==> config.mk <==
export PLATFORM = sky130hd
export DESIGN_NAME = tar_header_walk_counter_top
export DESIGN_NICKNAME = d
export VERILOG_FILES = /design/src/sv/thwc_pkg.sv /design/src/sv/thwc_walk.sv /design/src/sv/thwc_out_buf.sv /design/src/sv/tar_header_walk_counter_top.sv
export SDC_FILE = /design/constraint.sdc
export NUM_CORES = 1
export LEC_CHECK = 0
export ABC_AREA = 1
export ABC_CLOCK_PERIOD_IN_PS = 8970
export BUFFER_PORTS_ARGS = -buffer_cell sky130_fd_sc_hd__buf_2
export CELL_PAD_IN_SITES_DETAIL_PLACEMENT = 0
export CELL_PAD_IN_SITES_GLOBAL_PLACEMENT = 1
export CORE_MARGIN = 1
export CORE_UTILIZATION = 47
export CTS_BUF_LIST = sky130_fd_sc_hd__clkbuf_2
export DETAILED_ROUTE_END_ITERATION = 12
export GPL_TIMING_DRIVEN = 0
export MAX_ROUTING_LAYER = met4
export PLACE_DENSITY_LB_ADDON = 0.1
export REMOVE_ABC_BUFFERS = 1
export SYNTH_ARGS = -nofsm -noshare
export SYNTH_HDL_FRONTEND = slang
export SYNTH_HIERARCHICAL = 1
export SYNTH_SLANG_ARGS = --single-unit
==> constraint.sdc <==
create_clock -name clk -period 8.97 [get_ports clk]
set_clock_uncertainty 0.15 [all_clocks]
set_input_delay 1.3455 -clock clk [delete_from_list [all_inputs] [get_ports clk]]
set_output_delay 1.3455 -clock clk [all_outputs]
set_load 0.05 [all_outputs]
==> src/sv/thwc_pkg.sv <==
// Package: shared types, constants and the octal field step for the tar header walker.
`timescale 1ns / 1ps
package thwc_pkg;

  localparam int BLOCK_BYTES = 512;
  localparam int OFS_W       = $clog2(BLOCK_BYTES);
  localparam int SUM_W       = 17;
  localparam int SKIP_W      = 24;
  localparam int SIZE_W      = 32;
  localparam int COUNT_W     = 32;

  localparam logic [OFS_W-1:0] LAST_OFS = OFS_W'(BLOCK_BYTES - 1);
  localparam logic [OFS_W-1:0] NAME_OFS = '0;
  localparam logic [OFS_W-1:0] CK_FIRST = OFS_W'(148);
  localparam logic [OFS_W-1:0] CK_END   = OFS_W'(156);
  localparam logic [OFS_W-1:0] SZ_FIRST = OFS_W'(124);
  localparam logic [OFS_W-1:0] SZ_END   = OFS_W'(136);

  localparam logic [7:0] SPACE_CHAR = 8'd32;
  localparam logic [7:0] DIGIT_LO   = 8'd48;
  localparam logic [7:0] DIGIT_HI   = 8'd55;

  typedef enum logic [1:0] {
    PH_IDLE   = 2'd0,
    PH_HEADER = 2'd1,
    PH_SKIP   = 2'd2
  } thwc_phase_t;

  typedef struct packed {
    logic [7:0] data_byte;
    logic       archive_start;
  } thwc_in_t;

  typedef struct packed {
    logic               header_ok;
    logic               name_empty;
    logic [SIZE_W-1:0]  file_size;
    logic [COUNT_W-1:0] file_count;
    logic               walk_done;
  } thwc_out_t;

  typedef struct packed {
    logic [SIZE_W-1:0] value;
    logic              begun;
    logic              stop;
  } thwc_oct_t;

  localparam thwc_oct_t OCT_CLEAR = '{value: '0, begun: 1'b0, stop: 1'b0};

  // One byte of an octal field: skip leading spaces, shift in digits, stop on anything else.
  function automatic thwc_oct_t octal_step(thwc_oct_t cur, logic [7:0] b);
    thwc_oct_t r;
    r = cur;
    if (cur.stop) begin
      r = cur;
    end else if (b == SPACE_CHAR && !cur.begun) begin
      r = cur;
    end else if (b >= DIGIT_LO && b <= DIGIT_HI) begin
      r.value = {cur.value[SIZE_W-4:0], b[2:0]};
      r.begun = 1'b1;
    end else begin
      r.begun = 1'b1;
      r.stop  = 1'b1;
    end
    return r;
  endfunction

endpackage

==> src/sv/thwc_walk.sv <==
// Input register and per-byte header walk: checksum sum, octal parsers, block skip, file count.
`timescale 1ns / 1ps
module thwc_walk (
  input  logic               clk,
  input  logic               rst_n,
  input  logic               in_valid,
  output logic               in_stall,
  input  thwc_pkg::thwc_in_t in_data,
  input  logic               res_full,
  output logic               res_push,
  output thwc_pkg::thwc_out_t res_word
);

  localparam int OFS_W   = thwc_pkg::OFS_W;
  localparam int SUM_W   = thwc_pkg::SUM_W;
  localparam int SKIP_W  = thwc_pkg::SKIP_W;
  localparam int SIZE_W  = thwc_pkg::SIZE_W;
  localparam int COUNT_W = thwc_pkg::COUNT_W;

  logic                  v_r, v_nxt;
  thwc_pkg::thwc_in_t    in_r;
  logic                  accept, fire;

  thwc_pkg::thwc_phase_t phase_r, phase_nxt;
  logic [OFS_W-1:0]      ofs_r, ofs_nxt;
  logic [SUM_W-1:0]      sum_r, sum_nxt;
  thwc_pkg::thwc_oct_t   ck_r, ck_nxt;
  thwc_pkg::thwc_oct_t   sz_r, sz_nxt;
  logic [SKIP_W-1:0]     skip_r, skip_nxt;
  logic [COUNT_W-1:0]    files_r, files_nxt;
  logic                  first_r, first_nxt;
  logic                  name_zero_r, name_zero_nxt;

  assign in_stall = v_r && res_full;
  assign accept   = in_valid && !in_stall;
  assign fire     = v_r && !res_full;

  always_comb begin
    v_nxt = v_r;
    if (accept) begin
      v_nxt = 1'b1;
    end else if (fire) begin
      v_nxt = 1'b0;
    end
  end

  always_ff @(posedge clk) begin
    if (!rst_n) begin
      v_r <= 1'b0;
    end else begin
      v_r <= v_nxt;
    end
    if (accept) begin
      in_r <= in_data;
    end
  end

  always_comb begin
    logic [7:0]        b;
    logic              ok, empty, done;
    logic [SIZE_W-1:0] size;
    logic [SKIP_W-1:0] blocks;

    b             = in_r.data_byte;
    phase_nxt     = phase_r;
    ofs_nxt       = ofs_r;
    sum_nxt       = sum_r;
    ck_nxt        = ck_r;
    sz_nxt        = sz_r;
    skip_nxt      = skip_r;
    files_nxt     = files_r;
    first_nxt     = first_r;
    name_zero_nxt = name_zero_r;
    res_push      = 1'b0;
    res_word      = '0;
    ok            = 1'b0;
    empty         = 1'b0;
    done          = 1'b0;
    size          = '0;
    blocks        = '0;

    // A start word restarts a first header at offset zero, whatever came before.
    if (in_r.archive_start) begin
      phase_nxt     = thwc_pkg::PH_HEADER;
      ofs_nxt       = '0;
      sum_nxt       = '0;
      ck_nxt        = thwc_pkg::OCT_CLEAR;
      sz_nxt        = thwc_pkg::OCT_CLEAR;
      name_zero_nxt = 1'b0;
      skip_nxt      = '0;
      files_nxt     = '0;
      first_nxt     = 1'b1;
    end

    case (phase_nxt)
      thwc_pkg::PH_SKIP: begin
        if (ofs_nxt == thwc_pkg::LAST_OFS) begin
          ofs_nxt  = '0;
          skip_nxt = skip_nxt - SKIP_W'(1);
          if (skip_nxt == '0) begin
            phase_nxt = thwc_pkg::PH_HEADER;
            sum_nxt   = '0;
            ck_nxt    = thwc_pkg::OCT_CLEAR;
            sz_nxt    = thwc_pkg::OCT_CLEAR;
            name_zero_nxt = 1'b0;
          end
        end else begin
          ofs_nxt = ofs_nxt + OFS_W'(1);
        end
      end
      thwc_pkg::PH_HEADER: begin
        if (ofs_nxt == thwc_pkg::NAME_OFS) begin
          name_zero_nxt = (b == 8'd0);
        end
        if (ofs_nxt >= thwc_pkg::CK_FIRST && ofs_nxt < thwc_pkg::CK_END) begin
          sum_nxt = sum_nxt + SUM_W'(thwc_pkg::SPACE_CHAR);
          ck_nxt  = thwc_pkg::octal_step(ck_nxt, b);
        end else begin
          sum_nxt = sum_nxt + SUM_W'(b);
        end
        if (ofs_nxt >= thwc_pkg::SZ_FIRST && ofs_nxt < thwc_pkg::SZ_END) begin
          sz_nxt = thwc_pkg::octal_step(sz_nxt, b);
        end

        if (ofs_nxt != thwc_pkg::LAST_OFS) begin
          ofs_nxt = ofs_nxt + OFS_W'(1);
        end else begin
          ok     = first_nxt || (ck_nxt.value == SIZE_W'(sum_nxt));
          empty  = name_zero_nxt;
          done   = !ok || empty;
          size   = sz_nxt.value;
          blocks = SKIP_W'(size[SIZE_W-1:OFS_W]) + SKIP_W'(|size[OFS_W-1:0]);
          if (!done) begin
            files_nxt = files_nxt + COUNT_W'(1);
          end
          res_push            = fire;
          res_word.header_ok  = ok;
          res_word.name_empty = empty;
          res_word.file_size  = size;
          res_word.file_count = files_nxt;
          res_word.walk_done  = done;

          first_nxt     = 1'b0;
          ofs_nxt       = '0;
          sum_nxt       = '0;
          ck_nxt        = thwc_pkg::OCT_CLEAR;
          sz_nxt        = thwc_pkg::OCT_CLEAR;
          name_zero_nxt = 1'b0;
          if (done) begin
            phase_nxt = thwc_pkg::PH_IDLE;
          end else begin
            skip_nxt  = blocks;
            phase_nxt = (blocks != '0) ? thwc_pkg::PH_SKIP : thwc_pkg::PH_HEADER;
          end
        end
      end
      default: begin
        phase_nxt = thwc_pkg::PH_IDLE;
      end
    endcase
  end

  always_ff @(posedge clk) begin
    if (!rst_n) begin
      phase_r     <= thwc_pkg::PH_IDLE;
      ofs_r       <= '0;
      sum_r       <= '0;
      ck_r        <= thwc_pkg::OCT_CLEAR;
      sz_r        <= thwc_pkg::OCT_CLEAR;
      skip_r      <= '0;
      files_r     <= '0;
      first_r     <= 1'b1;
      name_zero_r <= 1'b0;
    end else if (fire) begin
      phase_r     <= phase_nxt;
      ofs_r       <= ofs_nxt;
      sum_r       <= sum_nxt;
      ck_r        <= ck_nxt;
      sz_r        <= sz_nxt;
      skip_r      <= skip_nxt;
      files_r     <= files_nxt;
      first_r     <= first_nxt;
      name_zero_r <= name_zero_nxt;
    end
  end

endmodule

==> src/sv/thwc_out_buf.sv <==
// Two-word result buffer that decouples the walk from the result channel stall.
`timescale 1ns / 1ps
module thwc_out_buf (
  input  logic                clk,
  input  logic                rst_n,
  input  logic                res_push,
  input  thwc_pkg::thwc_out_t res_word,
  output logic                res_full,
  output logic                out_valid,
  input  logic                out_stall,
  output thwc_pkg::thwc_out_t out_data
);

  thwc_pkg::thwc_out_t mem_r [2];
  logic                rd_ptr_r, rd_ptr_nxt;
  logic                wr_ptr_r, wr_ptr_nxt;
  logic [1:0]          count_r, count_nxt;
  logic                pop;

  assign res_full  = (count_r == 2'd2);
  assign out_valid = (count_r != 2'd0);
  assign out_data  = mem_r[rd_ptr_r];
  assign pop       = out_valid && !out_stall;

  always_comb begin
    rd_ptr_nxt = pop ? !rd_ptr_r : rd_ptr_r;
    wr_ptr_nxt = res_push ? !wr_ptr_r : wr_ptr_r;
    count_nxt  = count_r;
    if (res_push && !pop) begin
      count_nxt = count_r + 2'd1;
    end else if (pop && !res_push) begin
      count_nxt = count_r - 2'd1;
    end
  end

  always_ff @(posedge clk) begin
    if (!rst_n) begin
      rd_ptr_r <= 1'b0;
      wr_ptr_r <= 1'b0;
      count_r  <= 2'd0;
    end else begin
      rd_ptr_r <= rd_ptr_nxt;
      wr_ptr_r <= wr_ptr_nxt;
      count_r  <= count_nxt;
    end
    if (res_push) begin
      mem_r[wr_ptr_r] <= res_word;
    end
  end

endmodule

==> src/sv/tar_header_walk_counter_top.sv <==
// Top level: tar header walker, one archive byte per word, one result word per header.
// A result word is computed from the input register and held in the result buffer.
// One input word per cycle unless in_stall holds it off when the result buffer is full.
// Bytes of data blocks and bytes outside a walk are consumed and produce no result word.
// Reset (rst_n low, synchronous): idle until a word with archive_start, count cleared,
// first header flagged to pass unchecked, input register and result buffer empty.
`timescale 1ns / 1ps
module tar_header_walk_counter_top (
  input  logic                clk,
  input  logic                rst_n,
  input  logic                in_valid,
  output logic                in_stall,
  input  thwc_pkg::thwc_in_t  in_data,
  output logic                out_valid,
  input  logic                out_stall,
  output thwc_pkg::thwc_out_t out_data
);

  // Walk-to-buffer hand-off: push a result word when the buffer has room.
  logic                res_push;
  logic                res_full;
  thwc_pkg::thwc_out_t res_word;

  // Hold each byte in the input register, then advance the walk state from that register.
  thwc_walk u_walk (
    .clk      (clk),
    .rst_n    (rst_n),
    .in_valid (in_valid),
    .in_stall (in_stall),
    .in_data  (in_data),
    .res_full (res_full),
    .res_push (res_push),
    .res_word (res_word)
  );

  // Buffer two result words so a stalled result does not block the byte stream at once.
  thwc_out_buf u_out_buf (
    .clk       (clk),
    .rst_n     (rst_n),
    .res_push  (res_push),
    .res_word  (res_word),
    .res_full  (res_full),
    .out_valid (out_valid),
    .out_stall (out_stall),
    .out_data  (out_data)
  );

endmodule

Yosys cells after proc, flatten, opt, wreduce, memory -nomap -nowiden:

Memory sizes are Yosys's and may differ from the RTL's. A register that Yosys moved wholly into a read port is not among the register bits.
Cells that the tools add are included.

* bits in registers: 168
* memory bits (writable): 134
* input bits: 13
* logic and storage cells: 142
* memories: 1

Memory list
* u_out_buf.mem_r: depth 2, bits a word 67, read ports 1, clocked after Yosys merged registers in 1, wr ports 1, RTL line thwc_out_buf.sv:14 `thwc_pkg::thwc_out_t mem_r [2];`

* add/sub/neg operators: 8
* order comparisons: 6
* eq/ne operators: 7
* mux-type cells: 70
* reduce and logical (&&, ||, !) cells: 31

Operator list (number)
* 34-bit 2-to-1 mux: 16
* 32-bit 2-to-1 mux: 6
* 34-bit case mux with 2 select lines: 2
* 67-bit 2-to-1 mux: 2
* 17-bit 2-to-1 mux: 6
* 24-bit 2-to-1 mux: 4
* 24-bit case mux with 2 select lines: 1
* 17-bit case mux with 2 select lines: 1
* 32-bit by 1-bit adder with 32-bit output (second input constant): 1
* 32-bit by 17-bit equality test with 1-bit output: 1
* 9-bit 2-to-1 mux: 3
* 23-bit by 1-bit adder with 24-bit output: 1
* 24-bit logical NOT: 1
* 24-bit nonzero test: 1
* 24-bit by 1-bit subtractor with 24-bit output (second input constant): 1
* 9-bit by 8-bit < comparator with 1-bit output (second input constant): 2
* 1-bit 2-to-1 mux: 18
* 9-bit case mux with 2 select lines: 1
* 17-bit by 6-bit adder with 17-bit output (second input constant): 1
* 17-bit by 8-bit adder with 17-bit output: 1
* 2-bit 2-to-1 mux: 8
* 1-bit logical AND: 11
* 1-bit logical NOT: 10
* 9-bit by 1-bit adder with 9-bit output (second input constant): 1
* 18 further kinds: 22

Longest topological paths before layout:

Gate-level depths: netlist (run 1).

* word-level depth: 14
* mapped depth: 34

By module:

Netlist (run 1), hierarchy kept.

Modules (own cells, without submodules)
* thwc_walk: instances 1, cells an instance 3088, area each 16404.5 um^2, sequential area each 3373.2 um^2
* thwc_out_buf: instances 1, cells an instance 244, area each 5180.0 um^2, sequential area each 4124.0 um^2

Least setup slack after synthesis (run 1):

No wires, ideal clock.

* path kind: flip-flop to flip-flop
* start point: register u_walk/in_r[0] in the netlist's numbering
* end point: memory u_out_buf/mem_r[0][0] in the netlist's numbering, enable pin
* library setup time: 493 ps
* arrival time: 5997 ps
* required time: 8327 ps
* slack: 2330 ps
* cell stages (with the launch flop): 19
* cell sequence: edfxtp_1 > buf_2 > buf_1 > buf_1 > clkbuf_1 > buf_1 > nor2_1 > ha_1 > inv_1 > nor3_1 > nand3_1 > nor2_1 > ha_1 > nand2_1 > clkbuf_1 > clkbuf_1 > nor2_1 > inv_1 > nor2_1

* longest elaborated chain between the ends: 6
* elaborated cells on any way between the ends: 8
* those cells by class: eq/ne: 2; mux: 6

Ends and longest elaborated chain
* from (decl): RTL line thwc_walk.sv:21 `thwc_pkg::thwc_in_t in_r;`
* from (signal assigned): RTL line thwc_walk.sv:54 `in_r <= in_data;`
* 9-bit 2-to-1 mux: RTL line thwc_walk.sv:83 `if (in_r.archive_start) begin`
* 9-bit inequality test: RTL line thwc_walk.sv:125 `if (ofs_nxt != thwc_pkg::LAST_OFS) begin`
* 1-bit 2-to-1 mux: RTL line thwc_walk.sv:125
* 1-bit 2-to-1 mux *: RTL line thwc_walk.sv:95 `case (phase_nxt)`
* named net res_push: RTL line tar_header_walk_counter_top.sv:20 `logic res_push;`
* 1-bit 2-to-1 mux *: RTL line thwc_out_buf.sv:46 `if (res_push) begin`
* 1-bit 2-to-1 mux (implied by the code) *: RTL line thwc_out_buf.sv:47 `mem_r[wr_ptr_r] <= res_word;`
* to (decl): RTL line thwc_out_buf.sv:14

Mark *: on every way through the listed nets, which the timed path passes. The rest lies on a longest branch.

==> flow_summary.yaml, run 1 <==
status:
  status: "completed"
route:
  drt_pass1_iterations: 5
  antenna_left: 0
  drt_iter0_drc: 1722
  drc: 0
  wl_per_cell_um: 16.4
  vias_per_cell: 5.45
  vias: 21900
  routed_wl_mm: 65.9
yosys:
  synth_cell_types: 51
  yosysSeqAreaShare_pct: 34.7
  synth.most_common_cell: "nand2_1"
  synth_edf_count: 143
  syn-cell-area_um2: 21600
  synth_area_leaders: "edfxtp_1, nand2_1, dfxtp_1"
  netlist_top_cells_count: "nand2_1, a21oi_1, nor2_1"
  yosys_most_used_dff: "dfxtp_1"
  syn_avg_cell_area_um2: 6.48
  synthArstFlopShare_pct: 0
  syn_inst: 3332
  synth_top_area_share_pct: 19.9
  synth_largest_area_cell: "edfxtp_1"
  ys_ff_latch: 303
  yosys_warnings: 6
setup_path:
  timing.critical_path.fanout_max: 80
  cp-end-kind: "flip-flop"
  cp-start-kind: "flip-flop"
  r2r-start: "u_walk/in_r[0]"
  max_stage_delay_ps: 1100
  critical_path.slowest_cell: "inv_2"
  reg2reg_depth: 22
  crit_arrival_ps: 8510
  required_ps: 9630
  worstPathCellList: "buf_16, buf_16, inv_6, buf_16, nand3_1, nor2_4, nand4_4, inv_2, nand2_1, nand2_1, nand2_1, nor2_1, nand2_1, nor2_1, nand2_1, nor2_1, nand2_1, nand2_1, nand2_1, nor3_2, nand2_1, and3_1"
  rr_endpoint: "u_out_buf/mem_r[0][32]"
  r2r_setup_slack_ps: 1120
  crit_type: "reg2reg"
  critPathMostFrequentCell: "nand2_1"
global_routing:
  grt_max_degree: 115
  antenna_found_initial: 1
  grt_use_met2_pct: 49.4
  grt-ovfl-total: 0
  grt.total_usage_pct: 29.0
  gr-usage-met1_pct: 35.4
  grtUsageMet3_pct: 3.73
  first_global_vias: 21100
  grt_pass1_wl_mm: 107
  busiest_layer: "met2"
power_and_ir_drop:
  power.leakage_nw: 9.77
  power_mw: 3.12
  p_per_area_nw_per_um2: 133
  ir_worst_vdd_mv: 0.0619
floorplanning:
  die_h_um: 216
  ios: 82
  dieWidth_um: 216
  std_cell_rows: 78
  die_area_um2: 46800
  core_area_um2: 45400
  start_util_pct: 47.6
placed_design:
  io_buffers: 81
  place_inst: 3851
  place_congestion: 0.925
  placed_area_um2: 22600
  detailed_place_hpwl_mm: 42.7
sta:
  fmaxAchievable_ghz: 0.127
  setup_viol: 0
  slew_violations: 0
  worst_slew_pin_slew_ps: 1300
  finalHoldViolations: 0
  min_period_ps: 7850
  rsz0062_at_grt: "false"
  slew_headroom_pct: 13.1
  setup-tns-final_ps: 0
  fin_crit_sh_pct: 87.5
cts:
  insertion_delay_ps: 1070
  cts_setup_buffers: 0
  clk_path_buf_depth: 3
  numCtsBuffers: 87
  numClockSinks: 303
  hold_buffers: 0
  cts.repair.resized: 0
  root_buffer: "clkbuf_2"
  clk_pin_slew_ps: 110
  tritoncts: "yes"
  cts_htree_levels: 3
finish:
  final_layout_size_suffix_gt1_share_pct: 11.0
  final_cell_count_no_fill: 4011
  area_growth_syn_to_layout_pct: 8.46
  fin_util_pct: 51.6
  final_cell_area_um2: 23400
  num-fill-cells: 4621
  nNetsFinal: 3374
run:
  cap_violations: 0
min_path:
  holdPathStages: 1
  min-delay-start: "in_data[4]"
  hold_class: "in2reg"
  holdPathEnd: "u_walk/in_r[4]"
[critical path, delay by kind of cell (launching register included)]
kind	cells	cell delay (ps)
and+or+nand+nor	17	4430
buffers and inverters	5	2320
DFF	1	610
[final cells by class]
class / instances / area (µm²) / area share [%]
clock inverters: 39 / 201 / 0.860
well taps: 600 / 751 / 3.21
flip-flops and latches: 303 / 7500 / 32.0
inverters: 318 / 1210 / 5.19
diodes: 1 / 2.50 / 0.0107
repair buffers: 108 / 1060 / 4.52
clock buffers: 120 / 601 / 2.57
multi-input cells: 2522 / 12100 / 51.6
[cell families after synthesis]
kind of cell	after synthesis	share of synthesized area (%)
xor+xnor	50	2.03
buf+inv	507	9.67
fa+ha+maj	21	1.25
mux	74	4.34
flops	303	34.7
simple gates	1755	33.3
compound gates	622	14.7
[metrics by stage]
step	hold WS, ps	worst slack, ps
after global placement	301	-6700
after CTS	162	1130
final	295	1120
after floorplan	294	-489
after detailed placement	305	1180
after global routing	210	656
[per-layer routing]
| layer | vias up | wire [µm] |
|---|---|---|
| met4 | 0 | 1150 |
| met3 | 87 | 3590 |
| li1 | 10900 | - |
| met5 | - | 0 |
| met2 | 635 | 32000 |
| met1 | 10200 | 29200 |
[sequential cells by signal, indices dropped and copies added (netlist names), 2 cells and up, named ones only]
| name | cells |
|---|---|
| u_walk/in_r | 9 |
| u_out_buf/mem_r | 134 |
| u_walk/ck_r | 34 |
| u_walk/sz_r | 34 |
| u_walk/sum_r | 17 |
| u_walk/skip_r | 24 |
| u_walk/files_r | 32 |
| u_walk/phase_r | 2 |
| u_walk/ofs_r | 9 |
| u_out_buf/count_r | 2 |
[worst max path at each step]
stage,startpoint,depth (start not counted),to
after detailed placement,u_walk/in_r[0],22,u_out_buf/mem_r[1][32]
after global placement,u_walk/in_r[0],10,u_out_buf/mem_r[0][56]
after floorplan,u_walk/in_r[0],10,u_out_buf/mem_r[0][0]
final,u_walk/in_r[0],22,u_out_buf/mem_r[0][32]
after CTS,u_walk/in_r[0],22,u_out_buf/mem_r[0][32]
after global routing,u_walk/in_r[0],22,u_out_buf/mem_r[0][32]
[layout by cell type, fill, tap and decap left out, types with 3 or more instances in the layout]
cell,count
o21ai_0,160
nand3_1,186
nor3_1,22
buf_12,6
nand3b_1,5
o22ai_1,3
dfxtp_1,159
xnor2_1,7
clkinv_1,27
mux2_2,37
buf_2,81
inv_2,19
xor2_1,43
nand2_1,1117
buf_16,18
clkinv_2,9
nor2_1,313
clkbuf_2,120
mux2_4,30
nor2_4,7
ha_1,18
nand4_1,60
nor3_2,4
nor4_1,11
or2_2,5
a31oi_1,4
o31ai_1,3
inv_1,293
o211ai_1,4
clkinv_4,3
o21ai_1,84
nor2_2,13
a21oi_1,354
nand2_2,4
edfxtp_1,143
mux2i_1,7
[where the power goes]
part / leakage [nW] / switching [mW] / total, mW / internal, mW
combinational: 6.80 / 0.407 / 0.586 / 0.178
clock: 0.600 / 0.634 / 1.04 / 0.402
sequential: 2.37 / 0.0297 / 1.50 / 1.47
total: 9.77 / 1.07 / 3.12 / 2.05
(Power assumes the default switching activity.)
==> run 2: changes to the inputs <==
Settings changed: CTS_BUF_LIST sky130_fd_sc_hd__clkbuf_2 to sky130_fd_sc_hd__clkbuf_4.
==> flow_summary.yaml, run 2 (same netlist as run 1, synthesis figures left out) <==
setup_path:
  worstPathCellList: "buf_16, buf_16, inv_6, buf_16, nand3_1, nor2_4, nand4_4, inv_2, nand2_1, nand2_1, nand2_1, nor2_1, nand2_1, nor2_1, nand2_1, nor2_1, nand2_1, nand2_1, nand2_1, nor3_2, nand2_1, and3_1"
  max_stage_delay_ps: 1100
  timing.critical_path.fanout_max: 80
  cp-start-kind: "flip-flop"
  crit_arrival_ps: 8230
  critical_path.slowest_cell: "inv_2"
  critPathMostFrequentCell: "nand2_1"
  cp-end-kind: "flip-flop"
  required_ps: 9380
  critical_path.top_delay_family: "simple AND/OR/NAND/NOR gates"
  crit_type: "reg2reg"
  crit_buf_inv: 5
cts:
  clk_path_buf_depth: 3
  cts.repair.resized: 0
  numClockSinks: 303
  clk_pin_slew_ps: 70
  insertion_delay_ps: 840
  cts_htree_levels: 3
  root_buffer: "clkbuf_4"
  numCtsBuffers: 89
  hold_buffers: 0
  cts_setup_buffers: 0
  tritoncts: "yes"
floorplanning:
  core_area_um2: 45400
  die_area_um2: 46800
  std_cell_rows: 78
  ios: 82
  start_util_pct: 47.6
  die_h_um: 216
  dieWidth_um: 216
finish:
  nNetsFinal: 3376
  final_common_cell: "nand2_1"
  regMostFlops: "u_out_buf/mem_r"
  largest_register_ffs: 134
  layout_common_cells: "nand2_1, a21oi_1, nor2_1"
  largestRegisters: "u_out_buf/mem_r (134), u_walk/ck_r (34), u_walk/sz_r (34)"
  area_growth_syn_to_layout_pct: 9.98
  final_layout_size_suffix_gt1_share_pct: 11.1
route:
  wl_met3_mm: 3.96
  wl_met2_mm: 31.9
  wl_met1_mm: 28.7
  wl_per_cell_um: 16.5
  antenna_left: 0
  drt_pass1_iterations: 6
  drc: 0
  vias: 21800
  highest_layer: "met4"
  routed_wl_mm: 66.0
  vias_per_cell: 5.45
  drt_iter0_drc: 1754
placed_design:
  io_buffers: 81
  detailed_place_hpwl_mm: 42.7
  pre_cts_slack_ps: 1180
  place_congestion: 0.925
global_routing:
  grt-ovfl-total: 0
  first_global_vias: 21200
  antenna_found_initial: 1
  grt_pass1_wl_mm: 108
  grt_max_degree: 115
  grt.total_usage_pct: 29.1
sta:
  finalHoldViolations: 0
  min_period_ps: 7820
  slew_headroom_pct: 14.1
  fin_crit_sh_pct: 87.1
  rsz0062_at_grt: "false"
  hold_ws_ps: 312
  fmaxAchievable_ghz: 0.128
  setup_viol: 0
  worst_slew_pin_slew_ps: 1290
  slew_violations: 0
  layout_setup_ws_ps: 1150
run:
  cap_violations: 0
power_and_ir_drop:
  p_per_area_nw_per_um2: 144
  power_mw: 3.41
  ir_worst_vdd_mv: 0.0749
  power.leakage_nw: 9.84
min_path:
  hold_class: "reg2reg"
status:
  status: "completed"
[run 2: cell types whose count changed in the layout (fill, tap and decap cells not counted)]
cell / previous run / this run
inv_6: 2 / 1
clkinv_2: 9 / 6
clkinv_4: 3 / 4
clkbuf_4: 0 / 128
clkinv_1: 27 / 22
clkbuf_2: 120 / 0
[run 2: final cells by class]
class,instances,area [µm²]
antenna,1,2.50
inverter,318,1210
sequential,303,7500
clock inverter,31,168
multi-input combinational,2522,12100
clock buffer,128,961
tap,600,751
fill,4595,21600
timing repair buffer,108,1060
[run 2: worst reg2reg max path, stage by stage, from the launching register on]
cell	delay, ps
edfxtp_1	600
buf_16	250
buf_16	170
inv_6	420
buf_16	400
nand3_1	240
nor2_4	200
nand4_4	820
inv_2	1140
nand2_1	130
nand2_1	110
nand2_1	60
nor2_1	260
nand2_1	80
nor2_1	130
nand2_1	60
nor2_1	100
nand2_1	190
nand2_1	460
nand2_1	770
nor3_2	500
nand2_1	80
and3_1	230
[run 2: routing by layer]
metal  up-vias  global-route usage, %
met5         -                      -
met1     10100                   35.3
li1      10900                      -
met4         0                   9.86
met2       664                   49.7
met3        98                   3.83
[run 2: power by group]
group          total [mW]  leakage, nW  switching, mW  internal, mW
Sequential           1.50         2.37         0.0298          1.47
Combinational       0.585         6.80          0.407         0.178
Clock                1.32        0.671          0.632         0.686
[run 2: metrics by stage]
step	setup TNS, ps	instances	instance area, µm²	utilization, %
final	0	4011	23700	52.3
after detailed placement	0	3851	22600	49.8
after CTS	0	4010	23700	52.3
after global routing	0	4011	23700	52.3
after floorplan	-32750	3143	20700	-
after global placement	-1740890	3824	21800	48.1
[run 2: final timing paths]
check	start	end	slack [ps]	cells after the start
max	u_walk/in_r[0]	u_out_buf/mem_r[0][32]	1150	22
min	u_walk/ck_r[3]	u_walk/ck_r[3]	310	2
max reg2reg	u_walk/in_r[0]	u_out_buf/mem_r[0][32]	1150	22
min reg2reg	u_walk/ck_r[3]	u_walk/ck_r[3]	310	2
